**src/rtl/hcp_pkg.sv**
```systemverilog
// hcp_pkg: types, constants and helpers of the height/colour token parser
// used by every module under rtl; depends on nothing else
package hcp_pkg;

	// queue between the classifier and the parser
	localparam int QDepth = 4;
	localparam int QPtrW  = $clog2(QDepth);
	localparam int QCntW  = QPtrW + 1;

	// character codes
	localparam logic [7:0] CharNul     = 8'h00;
	localparam logic [7:0] CharNewline = 8'h0A;
	localparam logic [7:0] CharTab     = 8'h09;
	localparam logic [7:0] CharCr      = 8'h0D;
	localparam logic [7:0] CharSpace   = 8'h20;
	localparam logic [7:0] CharPlus    = 8'h2B;
	localparam logic [7:0] CharMinus   = 8'h2D;
	localparam logic [7:0] CharZero    = 8'h30;
	localparam logic [7:0] CharNine    = 8'h39;
	localparam logic [7:0] CharUpperA  = 8'h41;
	localparam logic [7:0] CharUpperF  = 8'h46;
	localparam logic [7:0] CharLowerX  = 8'h78;

	// numeric limits
	localparam logic [31:0] MagLimit  = 32'h8000_0000;
	localparam logic [31:0] HeightMax = 32'h7FFF_FFFF;
	localparam logic [2:0]  HexNeeded = 3'd6;

	// register reset values
	localparam logic [31:0] DefaultColorReset = 32'h00FF_FFFF;
	localparam logic [7:0]  SeparatorReset    = 8'd44;

	// register indexes
	typedef enum logic {
		CFG_DEFAULT_COLOR = 1'b0,
		CFG_SEPARATOR     = 1'b1
	} cfg_index_t;

	// parser phase
	typedef enum logic [2:0] {
		PH_BETWEEN,
		PH_DIGITS,
		PH_ZERO,
		PH_X,
		PH_HEX,
		PH_SKIP
	} phase_t;

	// classified byte passed from front to back
	typedef struct packed {
		logic       line_end;
		logic       space;
		logic       digit;
		logic [3:0] dval;
		logic       sign;
		logic       minus;
		logic       sep;
		logic       zero_ch;
		logic       x_ch;
		logic       hex_ok;
		logic [3:0] hval;
	} char_class_t;

	// one result item
	typedef struct packed {
		logic        point_present;
		logic [31:0] height;
		logic [31:0] color;
		logic        error_flag;
		logic        line_done;
	} result_t;

	// sort one byte into the classes the parser tests
	function automatic char_class_t classify(input logic [7:0] c, input logic [7:0] sep);
		char_class_t k;
		k.line_end = (c == CharNul) || (c == CharNewline);
		k.space    = (c == CharSpace) || ((c >= CharTab) && (c <= CharCr));
		k.digit    = (c >= CharZero) && (c <= CharNine);
		k.dval     = c[3:0];
		k.sign     = (c == CharPlus) || (c == CharMinus);
		k.minus    = (c == CharMinus);
		k.sep      = (c == sep);
		k.zero_ch  = (c == CharZero);
		k.x_ch     = (c == CharLowerX);
		k.hex_ok   = k.digit || ((c >= CharUpperA) && (c <= CharUpperF));
		k.hval     = k.digit ? c[3:0] : 4'(c[3:0] + 4'd9);
		return k;
	endfunction

endpackage

```
**src/rtl/hcp_front.sv**
```systemverilog
// hcp_front: accepts text bytes and classifies them for the parser
// depends on hcp_pkg
module hcp_front
	import hcp_pkg::*;
(
	input  logic        s_tvalid,
	output logic        s_tready,
	input  logic [7:0]  s_tdata,        // [7:0] char_byte
	input  logic [7:0]  separator_char,
	input  logic        q_full,
	output logic        q_push,
	output char_class_t q_push_data
);

	// accept whenever the queue has room
	assign s_tready    = !q_full;
	assign q_push      = s_tvalid && !q_full;
	assign q_push_data = classify(s_tdata, separator_char);

endmodule

```
**src/rtl/hcp_fifo.sv**
```systemverilog
// hcp_fifo: short queue of classified bytes between front and back
// depends on hcp_pkg
module hcp_fifo
	import hcp_pkg::*;
(
	input  logic        clk,
	input  logic        arst_n,
	input  logic        push,
	input  char_class_t push_data,
	output logic        full,
	input  logic        pop,
	output char_class_t pop_data,
	output logic        not_empty
);

	char_class_t            entry_q [QDepth];
	logic [QPtrW-1:0]       wr_ptr_q;
	logic [QPtrW-1:0]       rd_ptr_q;
	logic [QCntW-1:0]       count_q;

	assign full      = (count_q == QCntW'(QDepth));
	assign not_empty = (count_q != '0);
	assign pop_data  = entry_q[rd_ptr_q];

	// storage
	always_ff @(posedge clk) begin
		if (push) begin
			entry_q[wr_ptr_q] <= push_data;
		end
	end

	// pointers and fill count
	always_ff @(posedge clk or negedge arst_n) begin
		if (!arst_n) begin
			wr_ptr_q <= '0;
			rd_ptr_q <= '0;
			count_q  <= '0;
		end else begin
			if (push) begin
				wr_ptr_q <= wr_ptr_q + 1'b1;
			end
			if (pop) begin
				rd_ptr_q <= rd_ptr_q + 1'b1;
			end
			case ({push, pop})
				2'b10:   count_q <= count_q + 1'b1;
				2'b01:   count_q <= count_q - 1'b1;
				default: count_q <= count_q;
			endcase
		end
	end

endmodule

```
**src/rtl/hcp_back.sv**
```systemverilog
// hcp_back: token parser state machine and result register
// depends on hcp_pkg
module hcp_back
	import hcp_pkg::*;
(
	input  logic        clk,
	input  logic        arst_n,
	input  logic        q_not_empty,
	input  char_class_t q_data,
	output logic        q_pop,
	input  logic [31:0] default_color,
	output logic        out_valid,
	input  logic        out_ready,
	output result_t     out_result
);

	phase_t      phase_q, phase_d;
	logic        negative_q, negative_d;
	logic [31:0] magnitude_q, magnitude_d;
	logic [31:0] color_accum_q, color_accum_d;
	logic [2:0]  hex_count_q, hex_count_d;
	logic        error_seen_q, error_seen_d;

	logic        out_valid_q;
	result_t     out_q;

	logic        step;
	logic        emit_point;
	logic        emit_line;
	logic        use_accum;
	logic [34:0] mag_next;
	logic        hex_full;
	result_t     res;
	logic [31:0] height_bits;

	// take a byte when the result register is free or being drained
	assign step  = q_not_empty && (!out_valid_q || out_ready);
	assign q_pop = step;

	assign mag_next = ({3'b000, magnitude_q} << 3) + ({3'b000, magnitude_q} << 1)
		+ {31'd0, q_data.dval};
	assign hex_full = (hex_count_q >= HexNeeded);

	// next state
	always_comb begin
		phase_d       = phase_q;
		negative_d    = negative_q;
		magnitude_d   = magnitude_q;
		color_accum_d = color_accum_q;
		hex_count_d   = hex_count_q;
		error_seen_d  = error_seen_q;
		emit_point    = 1'b0;
		emit_line     = 1'b0;
		use_accum     = 1'b0;
		if (q_data.line_end) begin
			emit_line = 1'b1;
			if (!error_seen_q) begin
				case (phase_q)
					PH_DIGITS, PH_ZERO, PH_X: emit_point = 1'b1;
					PH_HEX: begin
						emit_point = 1'b1;
						use_accum  = hex_full;
					end
					default: emit_point = 1'b0;
				endcase
			end
			phase_d       = PH_BETWEEN;
			error_seen_d  = 1'b0;
			negative_d    = 1'b0;
			magnitude_d   = '0;
			color_accum_d = '0;
			hex_count_d   = '0;
		end else if (!error_seen_q) begin
			case (phase_q)
				PH_BETWEEN: begin
					if (!q_data.space) begin
						negative_d    = 1'b0;
						magnitude_d   = '0;
						color_accum_d = '0;
						hex_count_d   = '0;
						if (q_data.sign) begin
							negative_d = q_data.minus;
							phase_d    = PH_DIGITS;
						end else if (q_data.digit) begin
							magnitude_d = {28'd0, q_data.dval};
							phase_d     = PH_DIGITS;
						end else begin
							error_seen_d = 1'b1;
						end
					end
				end
				PH_DIGITS: begin
					if (q_data.digit) begin
						magnitude_d = (mag_next > {3'b000, MagLimit}) ? MagLimit
							: mag_next[31:0];
					end else if (q_data.sep) begin
						phase_d = PH_ZERO;
					end else if (q_data.space) begin
						emit_point = 1'b1;
						phase_d    = PH_BETWEEN;
					end else begin
						error_seen_d = 1'b1;
					end
				end
				PH_ZERO, PH_X: begin
					if ((phase_q == PH_ZERO) && q_data.zero_ch) begin
						phase_d = PH_X;
					end else if ((phase_q == PH_X) && q_data.x_ch) begin
						phase_d = PH_HEX;
					end else begin
						emit_point = 1'b1;
						phase_d    = q_data.space ? PH_BETWEEN : PH_SKIP;
					end
				end
				PH_HEX: begin
					if (q_data.hex_ok) begin
						color_accum_d = {color_accum_q[27:0], q_data.hval};
						if (!hex_full) begin
							hex_count_d = hex_count_q + 3'd1;
						end
					end else begin
						emit_point = 1'b1;
						use_accum  = hex_full;
						phase_d    = q_data.space ? PH_BETWEEN : PH_SKIP;
					end
				end
				PH_SKIP: begin
					if (q_data.space) begin
						phase_d = PH_BETWEEN;
					end
				end
				default: phase_d = PH_BETWEEN;
			endcase
		end
	end

	// result fields
	always_comb begin
		if (negative_q) begin
			height_bits = 32'd0 - magnitude_q;
		end else begin
			height_bits = (magnitude_q > HeightMax) ? HeightMax : magnitude_q;
		end
		res.point_present = emit_point;
		res.height        = emit_point ? height_bits : '0;
		res.color         = !emit_point ? '0 : (use_accum ? color_accum_q : default_color);
		res.error_flag    = emit_line && error_seen_q;
		res.line_done     = emit_line;
	end

	// parser state
	always_ff @(posedge clk or negedge arst_n) begin
		if (!arst_n) begin
			phase_q       <= PH_BETWEEN;
			negative_q    <= 1'b0;
			magnitude_q   <= '0;
			color_accum_q <= '0;
			hex_count_q   <= '0;
			error_seen_q  <= 1'b0;
		end else if (step) begin
			phase_q       <= phase_d;
			negative_q    <= negative_d;
			magnitude_q   <= magnitude_d;
			color_accum_q <= color_accum_d;
			hex_count_q   <= hex_count_d;
			error_seen_q  <= error_seen_d;
		end
	end

	// result register valid
	always_ff @(posedge clk or negedge arst_n) begin
		if (!arst_n) begin
			out_valid_q <= 1'b0;
		end else if (step) begin
			out_valid_q <= emit_point || emit_line;
		end else if (out_ready) begin
			out_valid_q <= 1'b0;
		end
	end

	// result register payload
	always_ff @(posedge clk) begin
		if (step) begin
			out_q <= res;
		end
	end

	assign out_valid  = out_valid_q;
	assign out_result = out_q;

endmodule

```
**src/rtl/height_color_token_parser.sv**
```systemverilog
// height_color_token_parser: top level of the map line token parser
// depends on hcp_pkg, hcp_front, hcp_fifo and hcp_back
//
//   channel  | direction | payload
//   s_*      | in        | tdata[7:0] char_byte
//   m_*      | out       | tdata height, color; tuser point_present, error_flag; tlast line_done
//   cfg_*    | in        | cfg_index register, cfg_data value
//
// one byte per cycle sustained while m_tready drains the result register; an accepted
// byte is written into the queue and parsed as it leaves, and its result, if any,
// is then loaded into the result register that drives m_*.
// arst_n clears the queue, parser state and result valid, and sets the configuration registers to their reset values.
// a stalled m_tready holds the result register; the four-entry queue keeps
// s_tready high until it fills.
module height_color_token_parser
	import hcp_pkg::*;
(
	input  logic        clk,
	input  logic        arst_n,
	input  logic        s_tvalid,
	output logic        s_tready,
	input  logic [7:0]  s_tdata,    // [7:0] char_byte
	output logic        m_tvalid,
	input  logic        m_tready,
	output logic [63:0] m_tdata,    // [31:0] height, [63:32] color
	output logic [1:0]  m_tuser,    // [0] point_present, [1] error_flag
	output logic        m_tlast,    // line_done
	input  logic        cfg_valid,
	output logic        cfg_ready,
	input  logic        cfg_index,
	input  logic [31:0] cfg_data
);

	logic [31:0] default_color_q;
	logic [7:0]  separator_char_q;
	logic        q_full;
	logic        q_push;
	char_class_t q_push_data;
	logic        q_pop;
	char_class_t q_pop_data;
	logic        q_not_empty;
	result_t     result;

	// configuration registers
	assign cfg_ready = 1'b1;

	always_ff @(posedge clk or negedge arst_n) begin
		if (!arst_n) begin
			default_color_q  <= DefaultColorReset;
			separator_char_q <= SeparatorReset;
		end else if (cfg_valid) begin
			case (cfg_index_t'(cfg_index))
				CFG_DEFAULT_COLOR: default_color_q  <= cfg_data;
				CFG_SEPARATOR:     separator_char_q <= cfg_data[7:0];
				default:           default_color_q  <= default_color_q;
			endcase
		end
	end

	// classifier
	hcp_front u_front (
		.s_tvalid       (s_tvalid),
		.s_tready       (s_tready),
		.s_tdata        (s_tdata),
		.separator_char (separator_char_q),
		.q_full         (q_full),
		.q_push         (q_push),
		.q_push_data    (q_push_data)
	);

	// queue between front and back
	hcp_fifo u_fifo (
		.clk       (clk),
		.arst_n    (arst_n),
		.push      (q_push),
		.push_data (q_push_data),
		.full      (q_full),
		.pop       (q_pop),
		.pop_data  (q_pop_data),
		.not_empty (q_not_empty)
	);

	// parser
	hcp_back u_back (
		.clk           (clk),
		.arst_n        (arst_n),
		.q_not_empty   (q_not_empty),
		.q_data        (q_pop_data),
		.q_pop         (q_pop),
		.default_color (default_color_q),
		.out_valid     (m_tvalid),
		.out_ready     (m_tready),
		.out_result    (result)
	);

	// output packing
	assign m_tdata = {result.color, result.height};
	assign m_tuser = {result.error_flag, result.point_present};
	assign m_tlast = result.line_done;

endmodule
```
**config.mk**
```make
export PLATFORM = sky130hd
export DESIGN_NAME = height_color_token_parser
export DESIGN_NICKNAME = d
export VERILOG_FILES = /design/src/rtl/hcp_pkg.sv /design/src/rtl/hcp_front.sv /design/src/rtl/hcp_fifo.sv /design/src/rtl/hcp_back.sv /design/src/rtl/height_color_token_parser.sv
export SDC_FILE = /design/constraint.sdc
export NUM_CORES = 1
export LEC_CHECK = 0
export ABC_CLOCK_PERIOD_IN_PS = 9700
export BUFFER_PORTS_ARGS = -buffer_cell sky130_fd_sc_hd__clkbuf_2
export CELL_PAD_IN_SITES_DETAIL_PLACEMENT = 0
export CELL_PAD_IN_SITES_GLOBAL_PLACEMENT = 1
export CORE_MARGIN = 10
export CORE_UTILIZATION = 52
export CTS_BUF_LIST = sky130_fd_sc_hd__clkbuf_16
export DETAILED_ROUTE_END_ITERATION = 16
export GPL_ROUTABILITY_DRIVEN = 0
export GPL_TIMING_DRIVEN = 0
export PLACE_DENSITY = 0.87
export SYNTH_ARGS = -nofsm -noshare
export SYNTH_HDL_FRONTEND = slang
export SYNTH_HIERARCHICAL = 1
export SYNTH_SLANG_ARGS = --single-unit
```
**constraint.sdc**
```tcl
create_clock -name clk -period 9.7 [get_ports clk]
set_input_delay 2.425 -clock clk [delete_from_list [all_inputs] [get_ports clk]]
set_output_delay 2.425 -clock clk [all_outputs]
set_load 0.01 [all_outputs]
```
==> results of run 1 <==
flip-flops by register name, summed over array words and instances (netlist names), 2 cells and up:
| name | cells |
|---|---|
| default_color_q | 32 |
| separator_char_q | 8 |
| u_back/color_accum_q | 32 |
| u_back/hex_count_q | 3 |
| u_back/magnitude_q | 32 |
| u_back/out_result | 67 |
| u_back/phase_q | 3 |
| u_fifo/count_q | 3 |
| u_fifo/entry_q | 68 |
| u_fifo/rd_ptr_q | 2 |
| u_fifo/wr_ptr_q | 2 |
through the flow:
step | cells | hold slack (ns) | total power, mW | instance area (sq um) | utilization (%)
floorplan | 1357 | 0.439 | 2.74 | 14500 | -
global placement | 1848 | 0.454 | 3.24 | 15600 | 56.3
detailed placement | 1850 | 0.461 | 3.28 | 15600 | 56.5
CTS | 1896 | 0.474 | 4.18 | 16400 | 59.2
global route | 1896 | 0.503 | 4.43 | 16400 | 59.2
finish | 1897 | 0.474 | 4.16 | 16400 | 59.2
cells in the mapped netlist (all sizes together), types with 4 or more instances:
library cell and instances:
xnor2 21, nor4 9, buf 27, nand4 21, and2 10, and4 6, nand3 57, nor2 74
dfstp 27, o2111ai 4, a21oi 95, nand2b 11, o31ai 31, o22ai 6, mux4 17, a211oi 40
o21a 7, or3 14, ha 76, a31oi 10, or4 5, inv 38, clkbuf 54, nor2b 8
o41ai 4, edfxtp 135, a21o 14, o211ai 7, nor3 40, dfrtp 93, and3 10, nor4b 4
o21ai 52, or2 5, xor2 9, a311oi 5, a2111oi 5, mux2 45, nand2 216
worst paths after layout:
kind / end / slack [ns]
max reg2reg: u_back/magnitude_q[26] / 4.27
min in group asynchronous: separator_char_q[0] / 1.79
max: u_back/magnitude_q[26] / 4.27
min reg2reg: u_back/color_accum_q[29] / 0.47
max in group asynchronous: u_back/magnitude_q[29] / 7.16
min: u_back/color_accum_q[29] / 0.47
layout by cell type (no fill, tap or decap), types with 25 or more instances in the layout:
cell type	n
nor2_1	74
clkbuf_2	112
mux2_4	30
dfstp_2	27
a21oi_1	89
clkbuf_1	53
nand3_1	57
nand2_1	216
dfrtp_1	93
o21ai_0	46
nor3_1	40
inv_1	45
clkbuf_16	25
edfxtp_1	135
ha_1	76
a211oi_1	40
power by group through the flow:
| stage | Sequential [mW] | Combinational, mW | Clock, mW |
|---|---|---|---|
| floorplan | 1.65 | 1.09 | 0 |
| global placement | 1.64 | 1.60 | 0 |
| detailed placement | 1.64 | 1.64 | 0 |
| CTS | 1.62 | 1.65 | 0.908 |
| global route | 1.65 | 1.84 | 0.949 |
| finish | 1.62 | 1.65 | 0.893 |
layer usage:
| metal | routed length [um] | share of wire (%) |
|---|---|---|
| met1 | 16900 | 46 |
| met3 | 2170 | 6.0 |
| met2 | 16700 | 46 |
| met4 | 651 | 1.8 |
| met5 | 0 | 0 |
cell families (layout without fill, tap and decap cells):
logic type                 after synthesis  after routing
and+or+nand+nor                        498            498
AOI/OAI and AO/OA                      310            310
DFF                                    255            255
buffers and inverters                  119            280
adders and majority gates               79             79
muxes                                   65             65
xor gates and xnor gates                30             30
other                                    1              2
final cells by class:
type,count,share of cell area [%]
repair buffers,115,3.84
inverters,38,0.871
multi-input cells,983,41.8
clock inverters,21,0.741
plain buffers,81,2.67
clock buffers,25,3.82
well taps,378,2.89
diodes,1,0.0153
flip-flops and latches,255,43.3
worst register-to-register path, stage by stage (launching register included):
cell	delay, ns
dfrtp_1	0.34
buf_6	0.18
mux4_1	0.62
inv_1	0.11
fa_1	0.45
fa_1	0.47
nand2b_1	0.20
a21o_1	0.26
a2111oi_0	0.95
or3_1	0.30
a21oi_1	0.11
xor2_1	0.15
o21a_1	0.26
nand3_1	0.31
buf_2	0.36
o31ai_2	0.25
==> flow_metrics.py, run 1 <==
metrics = {
    "status": {
        "status": "finished, violations left",
        "violations": "max-capacitance violations",
    },
    "global_routing": {
        "grt_usage_pct": 20.0,
        "grt_pass1_vias": 10800,
        "antenna_found_initial": 1,
        "busiest_layer": "met2",
        "grt.met2_usage_pct": 31.3,
        "grt_use_met1_pct": 28.4,
        "grt_overflow_total": 0,
        "grt_max_degree": 95,
        "grt_use_met3_pct": 3.75,
        "grt_pass1_wl_um": 58500,
    },
    "synth": {
        "syn-cell-area_sq_um": 14500,
        "synth_edf_count": 135,
        "synth_top_area_share_pct": 27.9,
        "synthFlopType": "edfxtp_1",
        "yosysWarnings": 6,
        "synth_top_family_by_area": "simple AND/OR/NAND/NOR gates",
        "synth-seq-area-share_pct": 48.9,
        "syn_inst": 1357,
        "synth-async-reset-ratio_pct": 47.1,
        "synth-simple-area-share_pct": 16.2,
        "ys_seq_elements": 255,
        "yosys.area_share.xor_xnor_pct": 1.81,
        "yosys-top-cells-area": "edfxtp_1, dfrtp_1, ha_1, nand2_1, dfstp_2",
        "synth_compound_area_share_pct": 14.8,
        "synth_cell_types": 80,
        "synthMuxAreaShare_pct": 7.35,
        "syn_avg_cell_area_sq_um": 10.7,
        "yosysTopAreaCell": "edfxtp_1",
        "synth.net_count": 1482,
        "synthAdderAreaFrac_pct": 6.97,
    },
    "power_and_ir_drop": {
        "power_frac_seq_pct": 38.9,
        "p_leak_nw": 7.05,
        "combPwrFrac_pct": 39.7,
        "p_int_mw": 2.54,
        "switching_share_pct": 39.0,
        "power.density_nw_per_um2": 254,
        "pwr-share-clk_pct": 21.4,
        "switching_power_mw": 1.62,
        "vdd_drop_max_v": 0.000309,
    },
    "worst_setup_path": {
        "worstPathRequired_ns": 10.11,
        "worstPathCellList": "buf_6 -> mux4_1 -> inv_1 -> fa_1 -> fa_1 -> nand2b_1 -> a21o_1 -> a2111oi_0 -> or3_1 -> a21oi_1 -> xor2_1 -> o21a_1 -> nand3_1 -> buf_2 -> o31ai_2",
        "end_kind": "flip-flop",
        "path_buf_inv": 3,
        "r2r_start": "u_fifo/rd_ptr_q[0]",
        "cpMaxStageDelayCell": "a2111oi_0",
        "crit_family": "compound AO/OA/AOI/OAI gates",
        "crit_type": "flip-flop to flip-flop",
        "critPathMaxFanout": 10,
        "critPathArrivalTime_ns": 5.84,
        "reg2regPathDepth": 15,
        "cp-start-kind": "flip-flop",
        "max_stage_delay_ns": 0.95,
        "crit_cells": 15,
        "critPathMostFrequentCell": "fa_1",
        "cp-startpoint": "u_fifo/rd_ptr_q[0]",
    },
    "finish": {
        "fillers": 2312,
        "final_nets": 1624,
        "seqCellArea_sq_um": 7090,
        "final_layout_size_suffix_gt1_share_pct": 19.2,
        "syn_to_final_growth_pct": 12.8,
        "multiInputGateArea_sq_um": 6850,
    },
    "worst_hold_path": {
        "whs_path_depth": 2,
        "min_path_type": "flip-flop to flip-flop",
        "hp-start": "u_back/color_accum_q[29]",
    },
    "clock_network": {
        "cts_setup_buffers": 0,
        "worst_skew_pair.late_latency_ns": 0.53,
        "clock_path_buffers": 3,
        "cts_resized": 0,
        "htreeDepth": 1,
        "tritoncts": "yes",
        "cts.sinks": 255,
        "cts_made_buffers": 25,
        "path_clk_slew_ns": 0.06,
        "root_buffer": "clkbuf_16",
        "hold_buffers": 0,
    },
    "drt": {
        "wl_per_cell_um": 19.2,
        "via_per_inst": 5.93,
        "ant_nets": 0,
        "drtIter0Drc": 932,
        "dr.pass1.iters": 6,
        "drc_errors": 0,
        "routed_wl_um": 36300,
        "vias": 11300,
    },
    "sta": {
        "grt_setup_unrepaired": "false",
        "fin_ws_ns": 4.27,
        "fmax_mhz": 184,
        "timing.final.crit_share_pct": 55.9,
        "worst_pin_slew_ns": 1.44,
        "slew_violations": 0,
        "min_period_ns": 5.43,
        "max-slew-margin-rel_pct": 1.64,
        "fin_tns_setup_ns": 0,
        "finalClockSkew_ns": 0.0177,
        "hold_viol": 0,
        "finalSetupViolCount": 0,
    },
    "placed_design": {
        "dpl.hpwl_um": 26900,
        "pre_cts_slack_ns": 4.33,
        "numPortBuffers": 113,
    },
    "floorplanning": {
        "die_h_um": 187,
        "rows": 61,
        "floorplan.initialDensity_pct": 52.5,
        "die-area_sq_um": 35000,
        "die_w_um": 187,
        "fp.coreArea_sq_um": 27600,
        "pin_count": 116,
    },
    "run": {
        "maxCapViolCount": 1,
    },
}
Power figures use the tool's default switching activity.
==> inputs of run 2 (changes only) <==
--- a/config.mk
+++ b/config.mk
@@ -5,17 +5,17 @@
 export SDC_FILE = /design/constraint.sdc
 export NUM_CORES = 1
 export LEC_CHECK = 0
-export ABC_CLOCK_PERIOD_IN_PS = 9700
+export ABC_CLOCK_PERIOD_IN_PS = 5300
 export BUFFER_PORTS_ARGS = -buffer_cell sky130_fd_sc_hd__clkbuf_2
 export CELL_PAD_IN_SITES_DETAIL_PLACEMENT = 0
 export CELL_PAD_IN_SITES_GLOBAL_PLACEMENT = 1
 export CORE_MARGIN = 10
-export CORE_UTILIZATION = 52
+export CORE_UTILIZATION = 48
 export CTS_BUF_LIST = sky130_fd_sc_hd__clkbuf_16
 export DETAILED_ROUTE_END_ITERATION = 16
 export GPL_ROUTABILITY_DRIVEN = 0
 export GPL_TIMING_DRIVEN = 0
-export PLACE_DENSITY = 0.87
+export PLACE_DENSITY = 0.81
 export SYNTH_ARGS = -nofsm -noshare
 export SYNTH_HDL_FRONTEND = slang
 export SYNTH_HIERARCHICAL = 1
==> constraint.sdc (replaced) <==
create_clock -name clk -period 5.3 [get_ports clk]
set_input_delay 1.325 -clock clk [delete_from_list [all_inputs] [get_ports clk]]
set_output_delay 1.325 -clock clk [all_outputs]
set_load 0.01 [all_outputs]
==> run 2 against run 1 <==
The flow still finishes with violations (max-capacitance violations). Core utilization down 4.0 points. Critical path depth did not move. Critical path type unchanged. Sequential share of layout area down 0.099 points. Global-route usage decreased by 1.7 points. Final cell count up 0.53%. Clock power grew 86%. Maximum frequency grew 9.5%.
==> flow_metrics.py, run 2 (same netlist as run 1, synthesis figures left out) <==
metrics = {
    "finish": {
        "layout_common_cells": "nand2_1, edfxtp_1, clkbuf_2",
        "seqCellArea_sq_um": 7090,
        "fin_area_sq_um": 16400,
        "final_common_cell": "nand2_1",
        "largest_register_ffs": 68,
        "multiInputGateArea_sq_um": 6860,
        "final_layout_size_suffix_gt1_share_pct": 19.3,
        "n_antenna_cell": 0,
        "fillers": 2662,
        "syn_to_final_growth_pct": 13.0,
        "final_util_pct": 55.2,
        "final_nets": 1624,
        "largest-register": "u_fifo/entry_q",
    },
    "global_routing": {
        "grt_pass1_vias": 10500,
        "grt_overflow_total": 0,
        "grt_usage_pct": 18.3,
        "antenna_found_initial": 0,
        "grt_max_degree": 75,
        "grt_pass1_wl_um": 57800,
    },
    "sta": {
        "hold_viol": 0,
        "timing.final.crit_share_pct": 93.5,
        "fmax_mhz": 202,
        "finalClockSkew_ns": 0.00930,
        "max-slew-margin-rel_pct": 0.953,
        "worst_pin_slew_ns": 1.45,
        "slew_violations": 0,
        "grt_setup_unrepaired": "false",
        "finalSetupViolCount": 0,
        "min_period_ns": 4.96,
    },
    "drt": {
        "ant_nets": 0,
        "via_per_inst": 5.81,
        "wl_per_cell_um": 18.8,
        "drtIter0Drc": 990,
        "drc_errors": 0,
        "dr.pass1.iters": 5,
        "vias": 11100,
        "routed_wl_um": 35900,
    },
    "worst_setup_path": {
        "worstPathCellList": "buf_6 -> mux4_1 -> inv_1 -> fa_1 -> fa_1 -> nand2b_1 -> a21o_1 -> a211oi_1 -> a31oi_1 -> a32oi_1 -> nand4_1 -> nor4b_2 -> a21oi_2 -> buf_6 -> o31ai_2",
        "reg2reg_to": "u_back/magnitude_q[23]",
        "crit_cells": 15,
        "r2r_start": "u_fifo/rd_ptr_q[0]",
        "ff2ff_setup_slack_ns": 0.34,
        "end_kind": "flip-flop",
        "reg2regPathDepth": 15,
        "cpMaxStageDelayCell": "mux4_1",
        "crit_type": "flip-flop to flip-flop",
        "crit_family": "compound AO/OA/AOI/OAI gates",
        "cp-start-kind": "flip-flop",
        "worstPathRequired_ns": 5.73,
        "critPathArrivalTime_ns": 5.38,
        "path_buf_inv": 3,
        "max_stage_delay_ns": 0.61,
        "critPathMaxFanout": 10,
    },
    "floorplanning": {
        "pin_count": 116,
        "floorplan.initialDensity_pct": 48.8,
        "rows": 63,
        "die_w_um": 194,
        "fp.coreArea_sq_um": 29700,
        "die_h_um": 194,
        "die-area_sq_um": 37600,
    },
    "worst_hold_path": {
        "hold_path_end": "u_fifo/count_q[2]",
        "hp-start": "u_fifo/count_q[2]",
        "whs_path_depth": 1,
        "min_path_type": "flip-flop to flip-flop",
    },
    "clock_network": {
        "worst_skew_pair.late_latency_ns": 0.52,
        "root_buffer": "clkbuf_16",
        "cts.sinks": 255,
        "htreeDepth": 1,
        "tritoncts": "yes",
        "cts_made_buffers": 25,
        "hold_buffers": 0,
        "cts_setup_buffers": 0,
        "clock_path_buffers": 3,
        "path_clk_slew_ns": 0.06,
        "cts_resized": 0,
    },
    "status": {
        "status": "finished, violations left",
        "violations": "max-capacitance violations",
    },
    "power_and_ir_drop": {
        "p_leak_nw": 7.06,
        "power.density_nw_per_um2": 465,
        "vdd_drop_max_v": 0.000297,
    },
    "placed_design": {
        "place_area_sq_um": 15600,
        "numPortBuffers": 113,
        "dpl.hpwl_um": 27000,
    },
    "run": {
        "maxCapViolCount": 1,
    },
}
## run 2: layout make-up
cell class,instances,share of cell area (%)
repair buffers,115,3.84
clock buffers,25,3.81
flip-flops and latches,255,43.2
plain buffers,81,2.66
clock inverters,20,0.824
inverters,38,0.869
well taps,390,2.97
multi-input cells,983,41.8
## run 2: per-layer routing
metal  track usage, %  up-vias  wire length [um]
li1                 -     5336                 -
met3             2.46       34              1960
met2             28.0      318             16100
met5                0        -                 0
met4             2.90        0               458
met1             27.5     5398             17500
## run 2: report_power, final
part | total [mW] | switching (mW) | leakage, nW | internal (mW)
registers | 2.96 | 0.295 | 2.94 | 2.66
logic | 3.01 | 1.94 | 3.73 | 1.08
clock network | 1.66 | 0.714 | 0.393 | 0.948
## run 2: how the worst max path moves through the flow
stage                             from                      to
floorplan           u_fifo/rd_ptr_q[0]  u_back/magnitude_q[21]
global placement              m_tready  u_back/magnitude_q[15]
detailed placement  u_fifo/rd_ptr_q[0]  u_back/magnitude_q[11]
CTS                 u_fifo/rd_ptr_q[0]   u_back/magnitude_q[1]
global route        u_fifo/rd_ptr_q[0]  u_back/magnitude_q[22]
finish              u_fifo/rd_ptr_q[0]  u_back/magnitude_q[23]
## run 2: metrics by stage
step                setup WS (ns)  cells  hold WS (ns)  TNS, ns  power [mW]
floorplan                    1.02   1357         0.439        0        5.00
global placement           -0.198   1860         0.454    -2.48        5.95
detailed placement          0.106   1862         0.466        0        6.01
CTS                        0.0778   1907         0.481        0        7.68
global route              0.00920   1907         0.518        0        8.14
finish                      0.345   1907         0.476        0        7.63
==> inputs of run 3 (changes only) <==
--- a/config.mk
+++ b/config.mk
@@ -5,17 +5,19 @@
 export SDC_FILE = /design/constraint.sdc
 export NUM_CORES = 1
 export LEC_CHECK = 0
-export ABC_CLOCK_PERIOD_IN_PS = 5300
+export ABC_CLOCK_PERIOD_IN_PS = 4500
 export BUFFER_PORTS_ARGS = -buffer_cell sky130_fd_sc_hd__clkbuf_2
 export CELL_PAD_IN_SITES_DETAIL_PLACEMENT = 0
 export CELL_PAD_IN_SITES_GLOBAL_PLACEMENT = 1
 export CORE_MARGIN = 10
-export CORE_UTILIZATION = 48
+export CORE_UTILIZATION = 44
 export CTS_BUF_LIST = sky130_fd_sc_hd__clkbuf_16
 export DETAILED_ROUTE_END_ITERATION = 16
 export GPL_ROUTABILITY_DRIVEN = 0
 export GPL_TIMING_DRIVEN = 0
-export PLACE_DENSITY = 0.81
+export PLACE_DENSITY = 0.78
+export RECOVER_POWER = 25
+export SLEW_MARGIN = 10
 export SYNTH_ARGS = -nofsm -noshare
 export SYNTH_HDL_FRONTEND = slang
 export SYNTH_HIERARCHICAL = 1
==> constraint.sdc (replaced) <==
create_clock -name clk -period 4.5 [get_ports clk]
set_input_delay 1.125 -clock clk [delete_from_list [all_inputs] [get_ports clk]]
set_output_delay 1.125 -clock clk [all_outputs]
set_load 0.01 [all_outputs]
==> run 3 against run 2 <==
The run ends with max-capacitance violations, max-slew violations left. Final cell count is 3.8% higher. Worst setup slack worse by 0.31 ns. Global-route usage fell by 0.43 points. Largest power group unchanged.
==> flow_metrics.py, run 3 (same netlist as run 1, synthesis figures left out) <==
metrics = {
    "status": {
        "status": "finished, violations left",
        "violations": "max-capacitance violations, max-slew violations",
    },
    "clock_network": {
        "cts.sinks": 255,
        "cts_made_buffers": 26,
        "path_clk_slew_ns": 0.06,
        "root_buffer": "clkbuf_16",
        "htreeDepth": 1,
        "hold_buffers": 0,
        "tritoncts": "yes",
        "worst_skew_pair.late_latency_ns": 0.54,
        "clock_path_buffers": 3,
    },
    "sta": {
        "min_period_ns": 4.47,
        "grt_setup_unrepaired": "true",
        "timing.hold.ws_ns": 0.471,
        "worst_pin_slew_ns": 2.78,
        "hold_viol": 0,
        "fin_tns_setup_ns": 0,
        "finalSetupViolCount": 0,
        "slew_violations": 50,
        "finalClockSkew_ns": 0.0202,
        "fmax_mhz": 224,
        "timing.final.crit_share_pct": 99.3,
        "max-slew-margin-rel_pct": -85.2,
    },
    "worst_setup_path": {
        "reg2regPathDepth": 15,
        "critPathMaxFanout": 6,
        "worstPathCellList": "buf_12 -> mux4_2 -> inv_2 -> fa_2 -> fa_2 -> nand2b_4 -> a21o_4 -> a2111oi_4 -> or3_4 -> a21oi_2 -> xnor2_2 -> a2111oi_4 -> a21oi_4 -> buf_8 -> o31ai_2",
        "worstPathRequired_ns": 4.93,
        "crit_cells": 15,
        "max_stage_delay_ns": 0.52,
        "end_kind": "flip-flop",
        "cp-start-kind": "flip-flop",
        "crit_type": "flip-flop to flip-flop",
        "crit_family": "compound AO/OA/AOI/OAI gates",
        "cpMaxStageDelayCell": "mux4_2",
        "path_buf_inv": 3,
        "critPathArrivalTime_ns": 4.90,
        "ff2ff_setup_slack_ns": 0.03,
    },
    "floorplanning": {
        "fp.coreArea_sq_um": 32500,
        "die_h_um": 202,
        "die_w_um": 202,
        "pin_count": 116,
        "die-area_sq_um": 40600,
        "rows": 66,
        "floorplan.initialDensity_pct": 44.6,
    },
    "global_routing": {
        "antenna_found_initial": 0,
        "grt_max_degree": 73,
        "grt_usage_pct": 17.9,
        "grt_pass1_wl_um": 60200,
        "grt_pass1_vias": 10800,
        "grt_overflow_total": 0,
    },
    "worst_hold_path": {
        "min_path_type": "flip-flop to flip-flop",
        "whs_path_depth": 2,
    },
    "drt": {
        "vias": 11200,
        "drc_errors": 0,
        "routed_wl_um": 38400,
        "wl_per_cell_um": 19.4,
        "drtIter0Drc": 791,
        "ant_nets": 0,
        "via_per_inst": 5.67,
        "dr.pass1.iters": 5,
    },
    "power_and_ir_drop": {
        "vdd_drop_max_v": 0.000378,
        "p_leak_nw": 7.24,
        "power.density_nw_per_um2": 557,
    },
    "finish": {
        "fillers": 2952,
        "final_nets": 1643,
        "final_util_pct": 52.5,
        "syn_to_final_growth_pct": 17.8,
        "n_antenna_cell": 0,
        "largest_register_ffs": 68,
        "largest-register": "u_fifo/entry_q",
        "final_layout_size_suffix_gt1_share_pct": 22.6,
        "layout_common_cells": "nand2_1, edfxtp_1, clkbuf_2",
        "final_common_cell": "nand2_1",
    },
    "placed_design": {
        "dpl.hpwl_um": 28100,
        "numPortBuffers": 113,
    },
    "run": {
        "maxCapViolCount": 1,
    },
}
run 3: cell types whose count changed in the layout (fill, tap and decap cells not counted), moves of 4 or more:
cell,change
o31ai_4,+11
xnor2_1,-6
a21oi_2,+5
xnor2_2,+6
a21oi_1,-5
clkbuf_1,+8
o31ai_2,-8
clkbuf_2,-4
buf_4,+9
ha_1,-4
run 3: per-stage QoR:
| stage | power (mW) | cell area, sq um | std cells | setup slack, ns |
|---|---|---|---|---|
| final | 9.52 | 17100 | 1980 | 0.0317 |
| after global routing | 10.1 | 17100 | 1980 | -0.147 |
| after CTS | 9.38 | 16800 | 1972 | -0.00326 |
| after detailed placement | 7.12 | 15700 | 1914 | -0.724 |
| after global placement | 7.04 | 15600 | 1912 | -0.984 |
| after floorplan | 5.89 | 14500 | 1357 | 0.216 |
run 3: layout make-up:
| type | instances | area, sq um | area share, % |
|---|---|---|---|
| inverters | 38 | 143 | 0.834 |
| clock inverters | 22 | 179 | 1.05 |
| well taps | 442 | 553 | 3.23 |
| multi-input cells | 984 | 7270 | 42.5 |
| flip-flops and latches | 255 | 7090 | 41.5 |
| repair buffers | 132 | 764 | 4.47 |
| clock buffers | 26 | 651 | 3.81 |
| plain buffers | 81 | 448 | 2.62 |
run 3: final timing paths:
check / start / endpoint
setup / recovery: u_fifo/rd_ptr_q[0] / u_back/magnitude_q[27]
hold / removal: u_back/color_accum_q[28] / u_back/color_accum_q[28]
setup reg to reg: u_fifo/rd_ptr_q[0] / u_back/magnitude_q[27]
hold reg to reg: u_back/color_accum_q[28] / u_back/color_accum_q[28]
max in group asynchronous: arst_n / u_back/magnitude_q[30]
min in group asynchronous: arst_n / u_back/error_seen_q
run 3: worst register-to-register path: cells and delay by family, from the launching register on:
kind                       cells  cell delay (ns)
buffers and inverters          3             0.39
AOI/OAI and AO/OA              6             1.67
xor gates and xnor gates       1             0.18
adders and majority gates      2             0.83
DFF                            1             0.37
and+or+nand+nor                2             0.42
muxes                          1             0.53
run 3: power by group:
group,total (mW),internal [mW],switching [mW]
registers,3.49,3.14,0.357
clock network,2.09,1.22,0.872
logic,3.94,1.44,2.49
run 3: layer usage:
layer | share of wire, % | vias up | wire, um | track usage, %
met1 | 47 | 5538 | 18100 | 25.4
met4 | 2.3 | 0 | 886 | 4.27
met3 | 4.0 | 47 | 1540 | 2.31
met2 | 47 | 252 | 17900 | 28.4
li1 | - | 5387 | - | -
met5 | 0 | - | 0 | 0
run 3: timing repair:
item                                    CTS  global route
cloned                                    2             1
pin swaps                                12            27
resized for setup                        37            52
setup buffers                             8             7
endpoints found under the setup margin   32            32
